## src/hw/rtl/sil_pkg.sv

```systemverilog
`timescale 1ns / 1ps
// ----------------------------------------------------------------------------
// Sorted insert list package
// Shared sizes and the request type passed from the front end to the back end.
// ----------------------------------------------------------------------------
package sil_pkg;

  localparam int unsigned LIST_DEPTH = 32;
  localparam int unsigned IDX_W      = $clog2(LIST_DEPTH);
  localparam int unsigned CNT_W      = $clog2(LIST_DEPTH + 1);
  localparam int unsigned DATA_W     = 32;
  localparam int unsigned POS_W      = 5;

  typedef struct packed {
    logic signed [DATA_W-1:0] value;
    logic                     start_new;
  } req_t;

endpackage

```

## src/hw/rtl/sorted_insert_list_top.sv

```systemverilog
`timescale 1ns / 1ps
// ----------------------------------------------------------------------------
// Sorted insert list
// Keeps an ascending list of signed 32-bit values and streams the whole list
// after every request.
// ----------------------------------------------------------------------------
// Usage:
//   Input channel: in_valid_i / in_stall_o carry value_i and start_new_i.
//   A request is taken when in_valid_i is high and in_stall_o is low.
//   start_new_i = 1 empties the list before the value goes in.
//   Output channel: out_valid_o / out_stall_i carry one entry per transfer:
//   element_o, its position_o, last_o on the final entry, and dropped_o on
//   every entry of a run where the list was already full (value discarded).
//   With the back end idle, a taken request passes the queue slot, the run
//   context and the output register before its first entry is valid.
//   Each request takes one pop in the back end, then one list walk through
//   the storage with one read and (unless the value is dropped) one write
//   per entry, one entry per cycle while out_stall_i does not hold the output
//   register; the next request is popped only once the walk has finished.
//   A two-entry request queue lets the input side keep going while a walk
//   is under way; in_stall_o rises only when that queue is full.
//   When out_stall_i is high the walk pauses on the current entry and resumes
//   as soon as the output register drains; nothing is lost or repeated.
//   Reset empties the list and the queue; storage contents are not cleared.
// ----------------------------------------------------------------------------
module sorted_insert_list_top (
  input  logic                              clk_i,
  input  logic                              rst_ni,
  input  logic                              in_valid_i,
  output logic                              in_stall_o,
  input  logic signed [sil_pkg::DATA_W-1:0] value_i,
  input  logic                              start_new_i,
  output logic                              out_valid_o,
  input  logic                              out_stall_i,
  output logic signed [sil_pkg::DATA_W-1:0] element_o,
  output logic        [sil_pkg::POS_W-1:0]  position_o,
  output logic                              last_o,
  output logic                              dropped_o
);

  sil_pkg::req_t in_req;
  sil_pkg::req_t q_req;
  logic          q_valid;
  logic          q_pop;

  assign in_req.value     = value_i;
  assign in_req.start_new = start_new_i;

  // front end: request intake and queue
  sil_front u_front (
    .clk_i      (clk_i),
    .rst_ni     (rst_ni),
    .in_valid_i (in_valid_i),
    .in_stall_o (in_stall_o),
    .in_req_i   (in_req),
    .q_valid_o  (q_valid),
    .q_pop_i    (q_pop),
    .q_req_o    (q_req)
  );

  // back end: list walk with in-flight insertion
  sil_back u_back (
    .clk_i       (clk_i),
    .rst_ni      (rst_ni),
    .q_valid_i   (q_valid),
    .q_pop_o     (q_pop),
    .q_req_i     (q_req),
    .out_valid_o (out_valid_o),
    .out_stall_i (out_stall_i),
    .element_o   (element_o),
    .position_o  (position_o),
    .last_o      (last_o),
    .dropped_o   (dropped_o)
  );

endmodule

```

## src/hw/rtl/sil_front.sv

```systemverilog
`timescale 1ns / 1ps
// ----------------------------------------------------------------------------
// Sorted insert list front end
// Accepts requests and holds them in a two-entry queue for the back end.
// ----------------------------------------------------------------------------
module sil_front (
  input  logic          clk_i,
  input  logic          rst_ni,
  input  logic          in_valid_i,
  output logic          in_stall_o,
  input  sil_pkg::req_t in_req_i,
  output logic          q_valid_o,
  input  logic          q_pop_i,
  output sil_pkg::req_t q_req_o
);

  sil_pkg::req_t slot_q [2];
  logic          wr_ptr_q, wr_ptr_d;
  logic          rd_ptr_q, rd_ptr_d;
  logic [1:0]    fill_q, fill_d;
  logic          push, pop;

  assign in_stall_o = (fill_q == 2'd2);
  assign push       = in_valid_i && !in_stall_o;
  assign q_valid_o  = (fill_q != 2'd0);
  assign pop        = q_pop_i && q_valid_o;
  assign q_req_o    = slot_q[rd_ptr_q];

  always_comb begin
    wr_ptr_d = push ? !wr_ptr_q : wr_ptr_q;
    rd_ptr_d = pop  ? !rd_ptr_q : rd_ptr_q;
    fill_d   = fill_q + 2'(push) - 2'(pop);
  end

  always_ff @(posedge clk_i or negedge rst_ni) begin
    if (!rst_ni) begin
      wr_ptr_q <= 1'b0;
      rd_ptr_q <= 1'b0;
      fill_q   <= 2'd0;
    end else begin
      wr_ptr_q <= wr_ptr_d;
      rd_ptr_q <= rd_ptr_d;
      fill_q   <= fill_d;
    end
  end

  always_ff @(posedge clk_i) begin
    if (push) begin
      slot_q[wr_ptr_q] <= in_req_i;
    end
  end

endmodule

```

## src/hw/rtl/sil_back.sv

```systemverilog
`timescale 1ns / 1ps
// ----------------------------------------------------------------------------
// Sorted insert list back end
// Walks the stored list once per request, inserting the new value on the fly
// and streaming every entry through the output register.
// ----------------------------------------------------------------------------
module sil_back (
  input  logic                                clk_i,
  input  logic                                rst_ni,
  input  logic                                q_valid_i,
  output logic                                q_pop_o,
  input  sil_pkg::req_t                       q_req_i,
  output logic                                out_valid_o,
  input  logic                                out_stall_i,
  output logic signed [sil_pkg::DATA_W-1:0]   element_o,
  output logic        [sil_pkg::POS_W-1:0]    position_o,
  output logic                                last_o,
  output logic                                dropped_o
);

  typedef enum logic {
    ST_IDLE,
    ST_RUN
  } state_e;

  state_e                            state_q;
  logic        [sil_pkg::CNT_W-1:0]  count_q;
  logic        [sil_pkg::CNT_W-1:0]  n_q;
  logic        [sil_pkg::CNT_W-1:0]  total_q;
  logic        [sil_pkg::IDX_W-1:0]  idx_q;
  logic signed [sil_pkg::DATA_W-1:0] v_q;
  logic signed [sil_pkg::DATA_W-1:0] carry_q;
  logic                              drop_q;
  logic                              ins_q;

  // list storage: one write and one registered read per cycle
  logic signed [sil_pkg::DATA_W-1:0] mem_q [sil_pkg::LIST_DEPTH];
  logic signed [sil_pkg::DATA_W-1:0] rdata_q;
  logic                              rd_en;
  logic        [sil_pkg::IDX_W-1:0]  rd_addr;
  logic                              wr_en;

  logic                              out_free;
  logic                              step;
  logic                              ins_now;
  logic signed [sil_pkg::DATA_W-1:0] elem;
  logic        [sil_pkg::CNT_W-1:0]  idx_nxt;
  logic                              at_end;
  logic        [sil_pkg::CNT_W-1:0]  n_new;
  logic                              drop_new;

  assign out_free = !out_valid_o || !out_stall_i;
  assign q_pop_o  = (state_q == ST_IDLE) && q_valid_i;
  assign step     = (state_q == ST_RUN) && out_free;

  assign n_new    = q_req_i.start_new ? '0 : count_q;
  assign drop_new = (n_new == sil_pkg::CNT_W'(sil_pkg::LIST_DEPTH));

  // insertion point: first old entry not below the value, or the list end
  assign ins_now  = !drop_q && !ins_q &&
                    ((sil_pkg::CNT_W'(idx_q) == n_q) || (rdata_q >= v_q));
  assign idx_nxt  = sil_pkg::CNT_W'(idx_q) + sil_pkg::CNT_W'(1);
  assign at_end   = (idx_nxt == total_q);

  always_comb begin
    if (ins_now) begin
      elem = v_q;
    end else if (ins_q) begin
      elem = carry_q;
    end else begin
      elem = rdata_q;
    end
  end

  assign wr_en = step && !drop_q;

  always_comb begin
    rd_en   = 1'b0;
    rd_addr = '0;
    if (q_pop_o) begin
      rd_en = 1'b1;
    end else if (step && !at_end) begin
      rd_en   = 1'b1;
      rd_addr = sil_pkg::IDX_W'(idx_nxt);
    end
  end

  always_ff @(posedge clk_i) begin
    if (wr_en) begin
      mem_q[idx_q] <= elem;
    end
    if (rd_en) begin
      rdata_q <= mem_q[rd_addr];
    end
  end

  always_ff @(posedge clk_i or negedge rst_ni) begin
    if (!rst_ni) begin
      state_q     <= ST_IDLE;
      count_q     <= '0;
      out_valid_o <= 1'b0;
    end else begin
      if (out_free) begin
        out_valid_o <= step;
      end
      unique case (state_q)
        ST_IDLE: begin
          if (q_valid_i) begin
            state_q <= ST_RUN;
          end
        end
        ST_RUN: begin
          if (step && at_end) begin
            state_q <= ST_IDLE;
            count_q <= total_q;
          end
        end
        default: state_q <= ST_IDLE;
      endcase
    end
  end

  // run context and output payload
  always_ff @(posedge clk_i) begin
    if (q_pop_o) begin
      v_q     <= q_req_i.value;
      n_q     <= n_new;
      drop_q  <= drop_new;
      total_q <= drop_new ? n_new : n_new + sil_pkg::CNT_W'(1);
      idx_q   <= '0;
      ins_q   <= 1'b0;
    end else if (step) begin
      idx_q <= sil_pkg::IDX_W'(idx_nxt);
      if (ins_now) begin
        ins_q <= 1'b1;
      end
      if (ins_now || ins_q) begin
        carry_q <= rdata_q;
      end
    end
    if (step) begin
      element_o  <= elem;
      position_o <= sil_pkg::POS_W'(idx_q);
      last_o     <= at_end;
      dropped_o  <= drop_q;
    end
  end

endmodule

```

## config.mk

```make
export PLATFORM = sky130hd
export DESIGN_NAME = sorted_insert_list_top
export DESIGN_NICKNAME = d
export VERILOG_FILES = /design/src/hw/rtl/sil_pkg.sv /design/src/hw/rtl/sorted_insert_list_top.sv /design/src/hw/rtl/sil_front.sv /design/src/hw/rtl/sil_back.sv
export SDC_FILE = /design/constraint.sdc
export NUM_CORES = 2
export LEC_CHECK = 0
export BUFFER_PORTS_ARGS = -buffer_cell sky130_fd_sc_hd__buf_2
export CAP_MARGIN = 20
export CORE_MARGIN = 3
export CORE_UTILIZATION = 45
export DETAILED_ROUTE_END_ITERATION = 6
export GPL_TIMING_DRIVEN = 0
export PLACE_DENSITY = 0.62
export SYNTH_ARGS = -nofsm -noshare
export SYNTH_HDL_FRONTEND = slang
export SYNTH_SLANG_ARGS = --single-unit
```

## constraint.sdc

```tcl
create_clock -name clk_i -period 6.42 [get_ports clk_i]
set_input_delay 0.963 -clock clk_i [delete_from_list [all_inputs] [get_ports clk_i]]
set_output_delay 0.963 -clock clk_i [all_outputs]
set_load 0.005 [all_outputs]
```

Word-level counts from Yosys, hierarchy flattened
Memory sizes are Yosys's and may differ from the RTL's. A register that Yosys moved wholly into a read port is not among the register bits.
Cells that the tools add are included.

word-level totals
  register bits = 134
  RAM bits = 1090
  bits of input ports = 37
  output and inout bits = 41
  word-level logic and storage cells = 69
  memories = 2

operators by class
  add/sub/neg operators = 4
  magnitude comparators = 1
  equality and inequality tests = 4
  mux-type cells = 15
  bitwise logic cells = 2
  reductions and logical operators = 24

memories
  name            words  bits a word  rd ports  clocked after memory_dff  write ports  line             RTL
  u_back.mem_q    32     32           1         1                         1            sil_back.sv:37   logic signed [sil_pkg::DATA_W-1:0] mem_q [sil_pkg::LIST_DEPTH];
  u_front.slot_q  2      33           1         0                         1            sil_front.sv:17  sil_pkg::req_t slot_q [2];

operators by type and width
  operator               number
  $mux W32               2
  $ge A32 B32 Y1         1
  $mux W6                2
  $mux W5                2
  $logic_and A1 B1 Y1    9
  $logic_not A1 Y1       8
  $mux W1                8
  $add A5 B1 Y6 const B  1
  $add A6 B1 Y6 const B  1
  $eq A5 B6 Y1           1
  $eq A6 B6 Y1           1
  $eq A6 B6 Y1 const B   1
  $reduce_and A2 Y1      2
  $logic_or A1 B1 Y1     3
  $reduce_and A3 Y1      1
  $add A2 B1 Y2          1
  $eq A2 B2 Y1 const B   1
  $not A1 Y1             2
  $pmux W1 S2            1
  $reduce_bool A2 Y1     1
  $sub A2 B1 Y2          1

Logic depth before layout (Yosys ltp)
  depth after elaboration = 6
  gate-level depth with buffers = 15
  mapped depth without buffers = 10

Hierarchy
Synthesis repeated with hierarchy kept, for this count alone.

unflattened totals
  cell total of the unflattened synthesis = 3012
  area total of the unflattened synthesis = 49959.2 um^2

modules (own cells, without submodules)
  module     instances  cells each  area an instance (um^2)  sequential area each (um^2)
  sil_back   1          2891        47249.1                  35514.1
  sil_front  1          121         2710.1                   2082.0

Worst setup path before layout
Ideal clock, no wire load.

  path type = register to register
  start point = register u_back.idx_q[0] (netlist name)
  end point = register u_back.rdata_q[0] (netlist name) (read register of u_back.mem_q) (enable)
  setup time = 0.466 ns
  data arrival time = 4.367 ns
  data required time = 5.954 ns
  path slack = 1.587 ns
  cell stages (with the launch flop) = 12
  buffers on the path = 3
  clock period less this slack = 4.833 ns
  cell sequence = dfxtp_1 buf_4 clkinv_1 clkbuf_1 ha_1 clkbuf_1 xor2_1 nor3_2 and2_2 nand2_1 inv_2 o21ai_0

on the way
  cells in the longest elaborated chain, start to end = 6
  elaborated cells on any way between the ends = 8
  classes of those cells = 1 x add/sub; 1 x eq/ne; 4 x mux; 2 x reduce/logical

ends and longest elaborated chain
  element                       line             RTL
  start: declaration            sil_back.sv:30   logic [sil_pkg::IDX_W-1:0] idx_q;
  start signal: assignment      sil_back.sv:133  idx_q <= sil_pkg::IDX_W'(idx_nxt);
  $add A5 B1 Y6                 sil_back.sv:62   assign idx_nxt = sil_pkg::CNT_W'(idx_q) + sil_pkg::CNT_W'(1);
  net u_back.idx_nxt (one bit)  sil_back.sv:47   logic [sil_pkg::CNT_W-1:0] idx_nxt;
  $eq A6 B6 Y1                  sil_back.sv:63   assign at_end = (idx_nxt == total_q);
  net u_back.at_end             sil_back.sv:48   logic at_end;
  $logic_not A1 Y1              sil_back.sv:82   end else if (step && !at_end) begin
  $logic_and A1 B1 Y1           sil_back.sv:82
  $mux W1                       sil_back.sv:82
  $mux W1                       sil_back.sv:80   if (q_pop_o) begin
  net u_back.rd_en              sil_back.sv:39   logic rd_en;
  end: declaration              sil_back.sv:38   logic signed [sil_pkg::DATA_W-1:0] rdata_q;

The timed path passes the listed nets, and every way through them passes these cells.
A chain may end at the register's enable or synchronous reset.

Worst setup path in the final report
  start point = register u_back.idx_q[0] (netlist name)
  end point = register u_back.rdata_q[2] (netlist name) (read register of u_back.mem_q) (data pin)

on the way
  cells in the longest elaborated chain, start to end = 6
  elaborated cells on any way between the ends = 8
  classes of those cells = 1 x add/sub; 1 x eq/ne; 4 x mux; 2 x reduce/logical

ends and longest elaborated chain
  element                             line
  $add A5 B1 Y6 (*)                   sil_back.sv:62
  net u_back.idx_nxt (one bit)        sil_back.sv:47
  $eq A6 B6 Y1                        sil_back.sv:63
  $logic_not A1 Y1                    sil_back.sv:82
  $logic_and A1 B1 Y1                 sil_back.sv:82
  $mux W5 or $mux W1 (tied branches)  sil_back.sv:82
  $mux W5 or $mux W1 (tied branches)  sil_back.sv:80

The timed path passes the listed nets; every way through them passes the cells marked *.

==> flow_metrics.tcl <==
set metrics [dict create \
    status "complete, no violations" \
    cts_buffers 132 \
    crit_arrival_ns 6.80 \
    setup.worst_path.class "reg -> reg" \
    placed_area_sq_um 56400 \
    path_delay_family "buffers and inverters" \
    wl_per_cell_um 30.0 \
    post_drt_antenna_nets 0 \
    timing.final.max_slew_violations 0 \
    max-cap-violations 0 \
    dp_hpwl_um 115000 \
    gp_congestion 0.941 \
    global_route.overflow_total 0 \
    post_detailed_route_via_to_cell_ratio 6.28 \
    skew_ns 0.0348 \
    layout-area-overhead-vs-synth_pct 17.3 \
    first_pass_grt_wire_length_um 226000 \
    rsz0062_at_grt "no" \
    initialDrtViolationCount 4716 \
    synth_async_sr_flop_share 0.00955 \
    hold_viol 0 \
    filler_free_cell_count_of_the_finished_design 5327 \
    floorplan.rows 123 \
    groute.usage.overall 0.267 \
    worst_r2r_startpoint "u_back.idx_q[0]$_SDFFE_PP0P_" \
    cp-end-kind "flop" \
    number_of_global_route_vias_before_repair 31800 \
    floorplan.die.height_um 345 \
    post_cts.resized_instances 0 \
    synth.area.top_cells "sky130_fd_sc_hd__edfxtp_1 72%, sky130_fd_sc_hd__mux2_2 4.3%, sky130_fd_sc_hd__a211oi_1 3.3%, sky130_fd_sc_hd__a21oi_1 3.0%, sky130_fd_sc_hd__nand3_1 2.3%" \
    multi_input_area_sq_um 13400 \
    clock_insertion_delay_worst_skew_ns 0.74 \
    layout.filler_cells 9046 \
    peakVddDrop_v 0.000367 \
    io_buffer_count 77 \
    fin_tns_setup_ns 0 \
    post-cts-setup-buffer-count 0 \
    ios 78 \
    critical_path.cell_chain "buf_4 -> clkinv_1 -> clkbuf_1 -> ha_1 -> clkbuf_1 -> clkbuf_1 -> clkdlybuf4s15_1 -> clkbuf_1 -> a211oi_1 -> o32ai_1 -> o2111a_1" \
    crit_path_max_incr_delay_ns 1.03 \
    finalWorstPathRequiredPeriod_ns 6.22 \
    p_per_area_nw_per_um2 584 \
    path_common_cell "sky130_fd_sc_hd__clkbuf_1" \
    ctsHoldBuffers 0 \
    register_area_sq_um 37600 \
    drive_above_1_share 0.189 \
    cts_root_buf "sky130_fd_sc_hd__clkbuf_16" \
    number_of_clock_sinks 1256 \
    power_leakage_nw 19.4 \
    r2r_setup_slack_ns 0.20 \
    utilization 0.535 \
    max_slew.worst_pin.slew_ns 1.25 \
    setup-violations-final 0 \
    yosysWarningCount 0 \
    tritoncts "yes" \
    postSynthAreaPerCell_sq_um 15.1 \
    h-tree-depth 4 \
    layout.cell_area.non_filler_sq_um 60600 \
    slowest_stage "sky130_fd_sc_hd__o32ai_1" \
    grt_max_degree 37 \
    worst_ep_required_time_ns 7.00 \
    synth_seq_area_share 0.728 \
    initial_utilization 0.456 \
    postRouteWirelength_um 160000 \
    final_net_count 3801 \
    synth_top_cell_area_share 0.720 \
    worstPathMaxFanout 11 \
    dp_cells 5087 \
    chipWidth_um 345 \
    path_clk_slew_ns 0.06 \
    distinct_cell_type_count_of_the_synthesized_netlist 71 \
    drtPass1Iterations 6 \
    hold_path_class "in -> async" \
    worstSetupStartpointType "flop" \
    die_area_sq_um 119000 \
    worst-path-buf-inv 7 \
    synth_enable_flop_cells 1238 \
    remaining_drc_errors 0 \
    max_clock_freq_ghz 0.161 \
    synth_area_leader "sky130_fd_sc_hd__edfxtp_1" \
    worstReg2RegEnd "u_back.rdata_q[2]$_DFFE_PP_" \
    timing.slew.headroom 0.168 \
    reg2regPathDepth 11 \
    number_of_antenna_violations_at_the_first_check_in_global_routing 16 \
    flip_flop_cell_with_the_highest_count_after_synthesis "sky130_fd_sc_hd__edfxtp_1" \
    core-area_sq_um 113000 \
    clock_tree.buffer_depth 3 \
    netlist_instances 3430 \
    syn-cell-area_sq_um 51600 \
    number_of_storage_elements_in_the_synthesis_netlist 1256 \
    synth_nets 3507 \
    num_vias 33500 \
    period_share 0.970 \
]
-- through the flow --
stage	setup WS [ns]	total power [mW]	hold slack, ns
2_1_floorplan	1.59	20.1	0.403
3_3_place_gp	-1.04	26.3	0.421
3_5_place_dp	0.231	27.8	0.424
4_1_cts	0.206	35.0	0.0633
5_1_grt	0.0431	36.4	0.0973
6_report	0.196	35.3	0.105
-- synth_stat cells, drive strengths merged (31+ instances only) --
cell    count
o21ai     147
o22ai      96
buf       103
a211oi    226
inv        49
mux2      198
ha         40
nor2b      37
clkbuf    181
edfxtp   1238
nor2       79
a21oi     308
nand3     235
o2111a     32
a31oi      67
mux2i      64
o31ai      32
o32ai      32
or4        31
a221oi     31
nand2      99
-- area by class of cell --
class | count | area share
Sequential cell | 1256 | 0.621
Multi-Input combinational cell | 1840 | 0.222
Clock buffer | 178 | 0.0600
Timing Repair Buffer | 160 | 0.0345
Tap cell | 1500 | 0.0310
Buffer | 284 | 0.0209
Clock inverter | 58 | 0.00758
Inverter | 50 | 0.00310
Antenna cell | 1 | 0.0000413
-- metal layers --
metal,up-vias,GRT usage,part of all wire
li1,14300,-,-
met1,16900,0.365,0.39
met2,1879,0.403,0.45
met3,363,0.0733,0.11
met4,6,0.114,0.046
met5,-,0,0.00027
-- worst reg2reg max path, cell delays in order (launching register included) --
cell,delay [ns]
sky130_fd_sc_hd__dfxtp_1,0.39
sky130_fd_sc_hd__buf_4,0.22
sky130_fd_sc_hd__clkinv_1,0.29
sky130_fd_sc_hd__clkbuf_1,0.40
sky130_fd_sc_hd__ha_1,0.40
sky130_fd_sc_hd__clkbuf_1,0.74
sky130_fd_sc_hd__clkbuf_1,0.71
sky130_fd_sc_hd__clkdlybuf4s15_1,0.87
sky130_fd_sc_hd__clkbuf_1,0.47
sky130_fd_sc_hd__a211oi_1,0.17
sky130_fd_sc_hd__o32ai_1,1.03
sky130_fd_sc_hd__o2111a_1,0.39
-- layout by cell type (no fill, tap or decap), types with 15 or more instances in the layout --
cell and instances:
sky130_fd_sc_hd__nor2_1 46, sky130_fd_sc_hd__a31oi_1 34, sky130_fd_sc_hd__buf_12 40, sky130_fd_sc_hd__clkinv_1 28, sky130_fd_sc_hd__mux2_2 198, sky130_fd_sc_hd__clkbuf_1 216
sky130_fd_sc_hd__a221oi_1 31, sky130_fd_sc_hd__nor2b_1 37, sky130_fd_sc_hd__o32ai_2 15, sky130_fd_sc_hd__or4_1 31, sky130_fd_sc_hd__clkinv_2 15, sky130_fd_sc_hd__clkbuf_16 138
sky130_fd_sc_hd__nand3_1 234, sky130_fd_sc_hd__edfxtp_1 1238, sky130_fd_sc_hd__o2111a_1 32, sky130_fd_sc_hd__o22ai_1 96, sky130_fd_sc_hd__nand2_1 99, sky130_fd_sc_hd__a211oi_1 226
sky130_fd_sc_hd__nor2_4 33, sky130_fd_sc_hd__o31ai_1 32, sky130_fd_sc_hd__a31oi_4 32, sky130_fd_sc_hd__o21ai_0 138, sky130_fd_sc_hd__buf_16 27, sky130_fd_sc_hd__o32ai_1 17
sky130_fd_sc_hd__xnor2_1 18, sky130_fd_sc_hd__inv_1 45, sky130_fd_sc_hd__ha_1 40, sky130_fd_sc_hd__buf_2 146, sky130_fd_sc_hd__a21oi_1 306, sky130_fd_sc_hd__buf_4 22
sky130_fd_sc_hd__mux2i_1 64
-- state kept, by name (all words and copies together), names as in the netlist --
register	cells
u_back.count_q	6
u_back.carry_q	32
u_back.n_q	6
u_back.state_q	1
u_back.ins_q	1
u_back.total_q	6
u_back.v_q	32
u_back.element_o	32
u_back.drop_q	1
u_back.last_o	1
u_back.mem_q	1024
u_front.wr_ptr_q	1
u_back.dropped_o	1
u_front.fill_q	2
u_back.out_valid_o	1
u_front.rd_ptr_q	1
u_back.position_o	5
u_back.rdata_q	32
u_back.idx_q	5
u_front.slot_q	66
-- worst max-delay path by stage --
stage | from | to | depth (start not counted) | slack, ns
after floorplan | u_back.idx_q[0]$_SDFFE_PP0P_ | u_back.rdata_q[0]$_DFFE_PP_ | 11 | 1.59
after detailed placement | u_back.idx_q[0]$_SDFFE_PP0P_ | u_back.rdata_q[16]$_DFFE_PP_ | 11 | 0.23
final | u_back.idx_q[0]$_SDFFE_PP0P_ | u_back.rdata_q[2]$_DFFE_PP_ | 11 | 0.20
after CTS | u_back.idx_q[0]$_SDFFE_PP0P_ | u_back.rdata_q[16]$_DFFE_PP_ | 11 | 0.21
after global routing | u_back.idx_q[0]$_SDFFE_PP0P_ | u_back.rdata_q[16]$_DFFE_PP_ | 11 | 0.04
after global placement | u_back.rdata_q[31]$_DFFE_PP_ | u_back.mem_q[17][13]$_DFFE_PP_ | 10 | -1.04
-- cells by family (layout without fill, tap and decap cells) --
kind of cell / Yosys count / count (layout) / share of synthesized area
XOR/XNOR: 23 / 23 / 0.00446
AO/OA/AOI/OAI: 992 / 992 / 0.123
AND/OR/NAND/NOR: 523 / 523 / 0.0507
buffers and inverters: 334 / 730 / 0.0280
adder cells (fa/ha/maj): 40 / 40 / 0.00969
multiplexers: 262 / 262 / 0.0556
flip-flops: 1256 / 1256 / 0.728
other: 0 / 1 / 0
-- where the power goes --
part           leakage, nW  switching, mW  internal, mW
sequential            11.4          0.314          12.0
combinational         5.95           11.1          4.64
clock                 1.99           3.14          4.18
No activity file was read; power rests on OpenSTA's default activity.
